===== src/hw/rtl/rabq_pkg.sv =====
`default_nettype none
package rabq_pkg;
	typedef enum logic [1:0] {
		CMD_LOAD = 2'd0,
		CMD_REQUEST = 2'd1,
		CMD_RELEASE = 2'd2,
		CMD_TERMINATE = 2'd3
	} cmd_t;

	typedef enum logic [2:0] {
		ST_GRANTED = 3'd0,
		ST_QUEUED = 3'd1,
		ST_DROPPED = 3'd2,
		ST_REFUSED = 3'd3,
		ST_RELEASED = 3'd4,
		ST_TERMINATED = 3'd5,
		ST_LOADED = 3'd6
	} status_t;

	localparam int CmdW = 2;
	localparam int SlotW = 4;
	localparam int ClassW = 5;
	localparam int UnitW = 4;
	localparam int StatusW = 3;
endpackage
`default_nettype wire


===== src/hw/rtl/rabq_ram.sv =====
`default_nettype none
module rabq_ram #(
	parameter int Width = 8,
	parameter int Depth = 16
) (
	input wire logic clk,
	input wire logic we,
	input wire logic [$clog2(Depth)-1:0] waddr,
	input wire logic [Width-1:0] wdata,
	input wire logic [$clog2(Depth)-1:0] raddr,
	output logic [Width-1:0] rdata
);
	logic [Width-1:0] mem_q [Depth];

	always_ff @(posedge clk) begin
		if (we) begin
			mem_q[waddr] <= wdata;
		end
		rdata <= mem_q[raddr];
	end
endmodule
`default_nettype wire


===== src/hw/rtl/resource_allocator_blocked_queue.sv =====
// Channel | Dir | tdata fields (low bit up)                   | tuser
// s_axis  | in  | cmd[1:0] slot[5:2] class[10:6] units[14:11] | none
// m_axis  | out | status[2:0] woken_valid[3] woken_slot[7:4]  | none
// Release scans the wait queue in order and wakes the first entry whose request now fits.
// Terminate returns the slot's holdings with one read and one write of the holding table
// per class. After reset a clearing pass over every holding table entry (512 with the default
// sizes) zeroes the table while s_axis_tready stays low. A waiting result holds the block
// until it is taken.
`default_nettype none
module resource_allocator_blocked_queue
	import rabq_pkg::*;
#(
	parameter int NUM_SLOTS = 16,
	parameter int NUM_CLASSES = 32,
	parameter int QUEUE_DEPTH = 16,
	parameter int COUNT_BITS = 4
) (
	input wire logic clk,
	input wire logic arst_n,
	input wire logic s_axis_tvalid,
	output logic s_axis_tready,
	// cmd, slot, resource_class, unit_count, one zero pad bit
	input wire logic [15:0] s_axis_tdata,
	output logic m_axis_tvalid,
	input wire logic m_axis_tready,
	// status, woken_valid, woken_slot
	output logic [7:0] m_axis_tdata
);
	localparam int SW = (NUM_SLOTS > 1) ? $clog2(NUM_SLOTS) : 1;
	localparam int CW = (NUM_CLASSES > 1) ? $clog2(NUM_CLASSES) : 1;
	localparam int QW = (QUEUE_DEPTH > 1) ? $clog2(QUEUE_DEPTH) : 1;
	localparam int HW = SW + CW;
	localparam int HD = 1 << HW;
	localparam int EW = ((COUNT_BITS > UnitW) ? COUNT_BITS : UnitW) + 1;
	localparam logic [EW-1:0] CMAX = EW'((1 << COUNT_BITS) - 1);

	typedef enum logic [11:0] {
		S_CLEAR = 12'b000000000001,
		S_IDLE = 12'b000000000010,
		S_RD = 12'b000000000100,
		S_EXEC = 12'b000000001000,
		S_QSCAN = 12'b000000010000,
		S_QRD = 12'b000000100000,
		S_QCHK = 12'b000001000000,
		S_WRD = 12'b000010000000,
		S_WUPD = 12'b000100000000,
		S_TRD = 12'b001000000000,
		S_TUPD = 12'b010000000000,
		S_OUT = 12'b100000000000
	} state_t;

	state_t state_q;
	logic [CmdW-1:0] cmd_q;
	logic [SlotW-1:0] slot_q;
	logic [ClassW-1:0] cls_q;
	logic [UnitW-1:0] units_q;
	logic [StatusW-1:0] status_q;
	logic wv_q;
	logic [SlotW-1:0] ws_q;
	logic [HW:0] cnt_q;
	logic [QW:0] qi_q;
	logic [CW:0] ci_q;
	logic [QUEUE_DEPTH-1:0] wvalid_q;
	logic [SlotW-1:0] wslot_q [QUEUE_DEPTH];
	logic [ClassW-1:0] wcls_q [QUEUE_DEPTH];
	logic [UnitW-1:0] wunits_q [QUEUE_DEPTH];
	logic [SlotW-1:0] eslot_q;
	logic [ClassW-1:0] ecls_q;
	logic [UnitW-1:0] eunits_q;
	logic [COUNT_BITS-1:0] rem_q [NUM_CLASSES];

	logic h_we;
	logic [HW-1:0] h_waddr, h_raddr;
	logic [COUNT_BITS-1:0] h_wdata, h_rdata;

	rabq_ram #(.Width(COUNT_BITS), .Depth(HD)) u_held (
		.clk(clk), .we(h_we), .waddr(h_waddr), .wdata(h_wdata),
		.raddr(h_raddr), .rdata(h_rdata)
	);

	logic slot_ok, cls_ok, eok;
	logic [CW-1:0] cidx, ecidx;
	logic [SW-1:0] sidx, esidx;
	logic [QUEUE_DEPTH-1:0] free_v;
	logic free_any;
	logic [QW-1:0] free_i;
	logic [EW-1:0] rem_ext, h_ext, u_ext, eu_ext, erem_ext, sum_a, sum_b, trem_ext;

	assign slot_ok = 32'(slot_q) < NUM_SLOTS;
	assign cls_ok = 32'(cls_q) < NUM_CLASSES;
	assign eok = (32'(eslot_q) < NUM_SLOTS) && (32'(ecls_q) < NUM_CLASSES);
	assign cidx = CW'(cls_q);
	assign sidx = SW'(slot_q);
	assign ecidx = CW'(ecls_q);
	assign esidx = SW'(eslot_q);
	assign rem_ext = EW'(rem_q[cidx]);
	assign erem_ext = EW'(rem_q[ecidx]);
	assign h_ext = EW'(h_rdata);
	assign u_ext = EW'(units_q);
	assign eu_ext = EW'(eunits_q);
	assign trem_ext = EW'(rem_q[ci_q[CW-1:0]]) + h_ext;
	assign free_v = ~wvalid_q;
	assign free_any = |free_v;

	always_comb begin
		free_i = '0;
		for (int k = QUEUE_DEPTH - 1; k >= 0; k--) begin
			if (free_v[k]) begin
				free_i = QW'(k);
			end
		end
	end

	always_comb begin
		h_we = 1'b0;
		h_waddr = {sidx, cidx};
		h_wdata = '0;
		h_raddr = {sidx, cidx};
		sum_a = h_ext + u_ext;
		sum_b = h_ext + eu_ext;
		unique case (state_q)
			S_CLEAR: begin
				h_we = 1'b1;
				h_waddr = cnt_q[HW-1:0];
			end
			S_EXEC: begin
				if (cmd_q == CMD_REQUEST && slot_ok && cls_ok && rem_ext >= u_ext) begin
					h_we = 1'b1;
					h_wdata = (sum_a > CMAX) ? CMAX[COUNT_BITS-1:0] : sum_a[COUNT_BITS-1:0];
				end else if (cmd_q == CMD_RELEASE && slot_ok && cls_ok && h_ext >= u_ext) begin
					h_we = 1'b1;
					h_wdata = COUNT_BITS'(h_ext - u_ext);
				end
			end
			S_WRD: h_raddr = {esidx, ecidx};
			S_WUPD: begin
				h_we = 1'b1;
				h_waddr = {esidx, ecidx};
				h_wdata = (sum_b > CMAX) ? CMAX[COUNT_BITS-1:0] : sum_b[COUNT_BITS-1:0];
			end
			S_TRD: h_raddr = {sidx, ci_q[CW-1:0]};
			S_TUPD: begin
				h_we = 1'b1;
				h_waddr = {sidx, ci_q[CW-1:0]};
			end
			default: ;
		endcase
	end

	always_ff @(posedge clk or negedge arst_n) begin
		if (!arst_n) begin
			state_q <= S_CLEAR;
			cnt_q <= '0;
			wvalid_q <= '0;
			for (int k = 0; k < NUM_CLASSES; k++) rem_q[k] <= '0;
			for (int k = 0; k < QUEUE_DEPTH; k++) begin
				wslot_q[k] <= '0;
				wcls_q[k] <= '0;
				wunits_q[k] <= '0;
			end
			qi_q <= '0;
			ci_q <= '0;
			status_q <= '0;
			wv_q <= 1'b0;
			ws_q <= '0;
			eslot_q <= '0;
			ecls_q <= '0;
			eunits_q <= '0;
		end else begin
			unique case (state_q)
				S_CLEAR: begin
					cnt_q <= cnt_q + 1'b1;
					if (32'(cnt_q) == HD - 1) state_q <= S_IDLE;
				end
				S_IDLE: if (s_axis_tvalid) state_q <= S_RD;
				S_RD: state_q <= S_EXEC;
				S_EXEC: begin
					wv_q <= 1'b0;
					ws_q <= '0;
					qi_q <= '0;
					ci_q <= '0;
					state_q <= S_OUT;
					unique case (cmd_q)
						CMD_LOAD: begin
							status_q <= ST_LOADED;
							if (cls_ok) rem_q[cidx] <= (u_ext > CMAX) ? CMAX[COUNT_BITS-1:0]
								: u_ext[COUNT_BITS-1:0];
						end
						CMD_REQUEST: begin
							if (!slot_ok || !cls_ok) status_q <= ST_DROPPED;
							else if (rem_ext >= u_ext) begin
								status_q <= ST_GRANTED;
								rem_q[cidx] <= COUNT_BITS'(rem_ext - u_ext);
							end else if (free_any) begin
								status_q <= ST_QUEUED;
								wvalid_q[free_i] <= 1'b1;
								wslot_q[free_i] <= slot_q;
								wcls_q[free_i] <= cls_q;
								wunits_q[free_i] <= units_q;
							end else status_q <= ST_DROPPED;
						end
						CMD_RELEASE: begin
							state_q <= S_QSCAN;
							if (!slot_ok || !cls_ok || h_ext < u_ext) status_q <= ST_REFUSED;
							else begin
								status_q <= ST_RELEASED;
								rem_q[cidx] <= ((rem_ext + u_ext) > CMAX) ? CMAX[COUNT_BITS-1:0]
									: COUNT_BITS'(rem_ext + u_ext);
							end
						end
						default: begin
							status_q <= ST_TERMINATED;
							if (slot_ok) state_q <= S_TRD;
						end
					endcase
				end
				S_QSCAN: begin
					if (32'(qi_q) == QUEUE_DEPTH) state_q <= S_OUT;
					else state_q <= S_QRD;
				end
				S_QRD: begin
					eslot_q <= wslot_q[qi_q[QW-1:0]];
					ecls_q <= wcls_q[qi_q[QW-1:0]];
					eunits_q <= wunits_q[qi_q[QW-1:0]];
					state_q <= S_QCHK;
				end
				S_QCHK: begin
					if (wvalid_q[qi_q[QW-1:0]] && eok && erem_ext >= eu_ext) begin
						rem_q[ecidx] <= COUNT_BITS'(erem_ext - eu_ext);
						wvalid_q[qi_q[QW-1:0]] <= 1'b0;
						wv_q <= 1'b1;
						ws_q <= eslot_q;
						state_q <= S_WRD;
					end else begin
						qi_q <= qi_q + 1'b1;
						state_q <= S_QSCAN;
					end
				end
				S_WRD: state_q <= S_WUPD;
				S_WUPD: state_q <= S_OUT;
				S_TRD: state_q <= S_TUPD;
				S_TUPD: begin
					rem_q[ci_q[CW-1:0]] <= (trem_ext > CMAX) ? CMAX[COUNT_BITS-1:0]
						: trem_ext[COUNT_BITS-1:0];
					ci_q <= ci_q + 1'b1;
					if (32'(ci_q) == NUM_CLASSES - 1) state_q <= S_OUT;
					else state_q <= S_TRD;
				end
				S_OUT: if (m_axis_tready) state_q <= S_IDLE;
				default: state_q <= S_IDLE;
			endcase
		end
	end

	always_ff @(posedge clk) begin
		if (state_q == S_IDLE && s_axis_tvalid) begin
			cmd_q <= s_axis_tdata[1:0];
			slot_q <= s_axis_tdata[5:2];
			cls_q <= s_axis_tdata[10:6];
			units_q <= s_axis_tdata[14:11];
		end
	end

	assign s_axis_tready = (state_q == S_IDLE);
	assign m_axis_tvalid = (state_q == S_OUT);
	assign m_axis_tdata = {ws_q, wv_q, status_q};

`ifndef ASSERT_OFF
	a_woken_only_release: assert property (@(posedge clk) disable iff (!arst_n)
		m_axis_tvalid && wv_q |-> (status_q == ST_RELEASED || status_q == ST_REFUSED))
		else $error("woken reported outside a release");
	a_no_accept_busy: assert property (@(posedge clk) disable iff (!arst_n)
		m_axis_tvalid |-> !s_axis_tready)
		else $error("input accepted while result pending");
	a_out_hold: assert property (@(posedge clk) disable iff (!arst_n)
		m_axis_tvalid && !m_axis_tready |=> m_axis_tvalid && $stable(m_axis_tdata))
		else $error("result changed while stalled");
`endif
endmodule
`default_nettype wire


===== config.mk =====
export PLATFORM = sky130hd
export DESIGN_NAME = resource_allocator_blocked_queue
export DESIGN_NICKNAME = d
export VERILOG_FILES = /design/src/hw/rtl/rabq_pkg.sv /design/src/hw/rtl/rabq_ram.sv /design/src/hw/rtl/resource_allocator_blocked_queue.sv
export SDC_FILE = /design/constraint.sdc
export NUM_CORES = 2
export LEC_CHECK = 0
export BUFFER_PORTS_ARGS = -buffer_cell sky130_fd_sc_hd__buf_2
export CELL_PAD_IN_SITES_DETAIL_PLACEMENT = 1
export CELL_PAD_IN_SITES_GLOBAL_PLACEMENT = 2
export CORE_MARGIN = 4
export CORE_UTILIZATION = 48
export DETAILED_ROUTE_END_ITERATION = 10
export PLACE_DENSITY_LB_ADDON = 0.15
export SLEW_MARGIN = 15
export SYNTH_ARGS = -nofsm -noshare
export SYNTH_HDL_FRONTEND = slang
export SYNTH_HIERARCHICAL = 1
export SYNTH_SLANG_ARGS = --single-unit

===== constraint.sdc =====
create_clock -name clk -period 38.7 [get_ports clk]
set_clock_uncertainty 0.1 [all_clocks]
set_input_delay 5.805 -clock clk [delete_from_list [all_inputs] [get_ports clk]]
set_output_delay 5.805 -clock clk [all_outputs]
set_load 0.1 [all_outputs]

==> key figures <==
Finish
  • Fillers: 21317
  • Layout cell share with drive strength beyond 1: 0.1905
  • Reg area: 0.07220 sq mm
  • Area of the multi-input gates: 0.03578 sq mm
  • Area Overhead vs Synth: 10.60%
  • Utilization after layout: 0.5347
  • Final net count: 7245

Synth
  • Post-synth top area cell: edfxtp_1
  • Synth top cells by count: edfxtp_1, nor2_1, mux4_2, o21ai_0, mux2i_1
  • EDFF count, synth: 2063
  • Ys Warns: 6
  • Async S/R FF share, synth: 0.1642
  • Yosys cell types: 92
  • Top cell type's share of synthesized area: 0.5622
  • Ys flop type: edfxtp_1
  • Seq cells post-synth: 2473
  • Most common cell in the synthesized netlist: edfxtp_1
  • Synthesized area: 0.1102 sq mm
  • Ranking of synthesized cells by area: edfxtp_1, mux4_2, dfrtp_1, mux2i_1, nor2_1
  • Synth Area per Inst: 15.20 sq um
  • Seq/Total Area, Yosys: 0.6551
  • Syn_nets: 7320
  • Syn Inst Count: 7252

Drt
  • Initial DRT Pass Iterations: 6
  • DRT antenna net count: 0
  • Wirelength per Cell: 32.27 um
  • Number of DRC markers in iteration 0: 6216
  • Via/cell ratio: 6.519
  • Via count: 67658
  • DRC errors left: 0
  • WL final: 334900 um

Floorplanning
  • Total die area: 0.2373 sq mm
  • # IOs: 30
  • Core Area: 0.2279 sq mm
  • Height of the die: 487.1 um
  • Die X-Extent: 487.1 um
  • Rows: 175
  • Starting density of the core: 0.4835

STA
  • Final min period: 9.414 ns
  • Worst-margin pin slew: 1.329 ns
  • Hold Fails Final Rpt: 0
  • Final setup vio count: 0
  • Tcrit/Tclk final: 0.2433
  • Fmax: 0.1062 GHz
  • WHS: 0.3890 ns
  • Fin. max-slew vios: 0
  • Normalized max-slew margin: 0.1122
  • Setup TNS: 0 ns
  • RSZ-0062 raised after global routing: false

Clock network
  • TritonCTS Buffers: 286
  • Max Root-Sink Buffers: 4
  • Clock latency on the worst-skew pair: 0.92 ns
  • CTS resizes: 0
  • Clk pin slew, worst setup/hold paths: 0.06 ns
  • Root buffer cell: clkbuf_16
  • CTS sink count: 2473
  • Setup repair bufs after CTS: 0
  • Hold-fix buffers at CTS: 0
  • CTS tree: yes
  • Htree depth: 5

Setup path
  • Crit path DAT: 3.51 ns
  • Crit path from: state_q[4]
  • FF-to-FF Start: state_q[1]
  • Worst Path Required: 32.80 ns
  • CP Launch Type: flop
  • CP max FO: 9
  • R2r worst-path depth: 15
  • Critical path class: flop to primary output
  • CP Capture Type: primary output

Placement
  • Port bufs: 28
  • Final HPWL DP: 198400 um
  • RePlAce Congestion: 0.8497

Power
  • Worst ir drop on vdd: 0.00006573 V
  • P_leak: 0.03690 uW
  • Pwr Density: 53.15 mW/mm^2

Global routing
  • GRT Util Overall: 0.2807
  • First-pass GRT wire length: 493300 um
  • Vias in the first global route: 71224
  • Initial antenna violation count: 8
  • GR Overflow Total: 0
  • Largest net degree at the start of global routing: 229

Min path
  • Hold depth: 2
  • Min-delay worst type: flop to flop
  • Hold_sp: status_q[2]

Run status
  • Status: completed

Job
  • MaxCap Viol Count: 0
==> metal layers <==
layer | track usage | vias to the layer above | wire length (um)
li1 | - | 28522 | -
met1 | 0.3747 | 35857 | 135900
met2 | 0.4633 | 2509 | 163300
met3 | 0.04197 | 766 | 20470
met4 | 0.1170 | 4 | 15280
met5 | 0.001225 | - | 34
==> report_power, final <==
part	leakage [uW]	internal, uW	switching, uW
logic	0.0120	294	721
clock network	0.00423	1500	1040
registers	0.0207	2880	36.6
==> cell type report <==
cell class | count | share of cell area
Clock buffer | 365 | 0.06312
Timing Repair Buffer | 167 | 0.01075
Tap cell | 3009 | 0.03089
Multi-Input combinational cell | 4205 | 0.2936
Antenna cell | 4 | 0.00008212
Clock inverter | 111 | 0.007812
Inverter | 44 | 0.001396
Sequential cell | 2473 | 0.5924
==> cells in the final DEF (no fill, tap or decap), types with 29 or more instances in the layout <==
cell type and n:
a211oi_1 67, a21oi_1 213, a221oi_1 97, a22oi_1 38
buf_4 129, clkbuf_1 64, clkbuf_16 294, clkinv_1 43
clkinv_2 41, dfrtp_1 399, edfxtp_1 2063, ha_1 40
inv_1 40, mux2_2 259, mux2i_1 443, mux4_2 499
nand2_1 368, nand3_1 75, nor2_1 781, nor3_1 83
nor4_1 29, o211ai_1 33, o21ai_0 478, o221ai_1 169
o22ai_1 84, or3_1 29
==> path summary, 6_finish.rpt <==
| kind | end | slack [ns] |
|---|---|---|
| min in group asynchronous | rem_q[81] | 4.75 |
| worst min-delay path | status_q[2] | 0.39 |
| max in group asynchronous | wslot_q[51] | 31.34 |
| worst max register to register | u_held/rdata[2] | 29.73 |
| worst min register to register | status_q[2] | 0.39 |
| worst max-delay path | s_axis_tready | 29.29 |
==> critical path, cell delays in order (launching register included) <==
cell	delay [ns]
dfrtp_1	0.51
nor4_4	0.60
nand4_1	0.26
nor3b_1	0.66
buf_2	0.57
==> kinds of logic (layout without fill, tap and decap cells) <==
logic type                 after synthesis  in the layout  share of synthesized area
muxes                                 1215           1215                     0.1711
AOI/OAI and AO/OA                     1333           1333                    0.07770
buffers and inverters                  574            687                    0.02484
DFF                                   2473           2473                     0.6551
other                                    0              4                          0
and+or+nand+nor                       1592           1592                    0.06398
adders and majority gates               48             48                   0.005927
xor gates and xnor gates                17             17                   0.001351
==> registers in the layout, summed over array words and instances, names as in the netlist, 5 cells and up <==
register,cells
ci_q,6
u_held/mem_q,2048
rem_q,128
cnt_q,10
wslot_q,64
wcls_q,80
wunits_q,64
ecidx,5
cidx,5
qi_q,5
state_q,12
wvalid_q,16
==> metrics by stage <==
step	worst slack [ns]	total power, uW	instances	area [sq um]
CTS	29.21	6523	10374	121900
global route	29.07	6698	10378	121900
floorplan	10.83	3615	7252	110200
detailed placement	29.75	3976	9898	113200
finish	29.29	6478	10378	121900
global placement	29.87	3962	9898	113200
(Power assumes the default switching activity.)
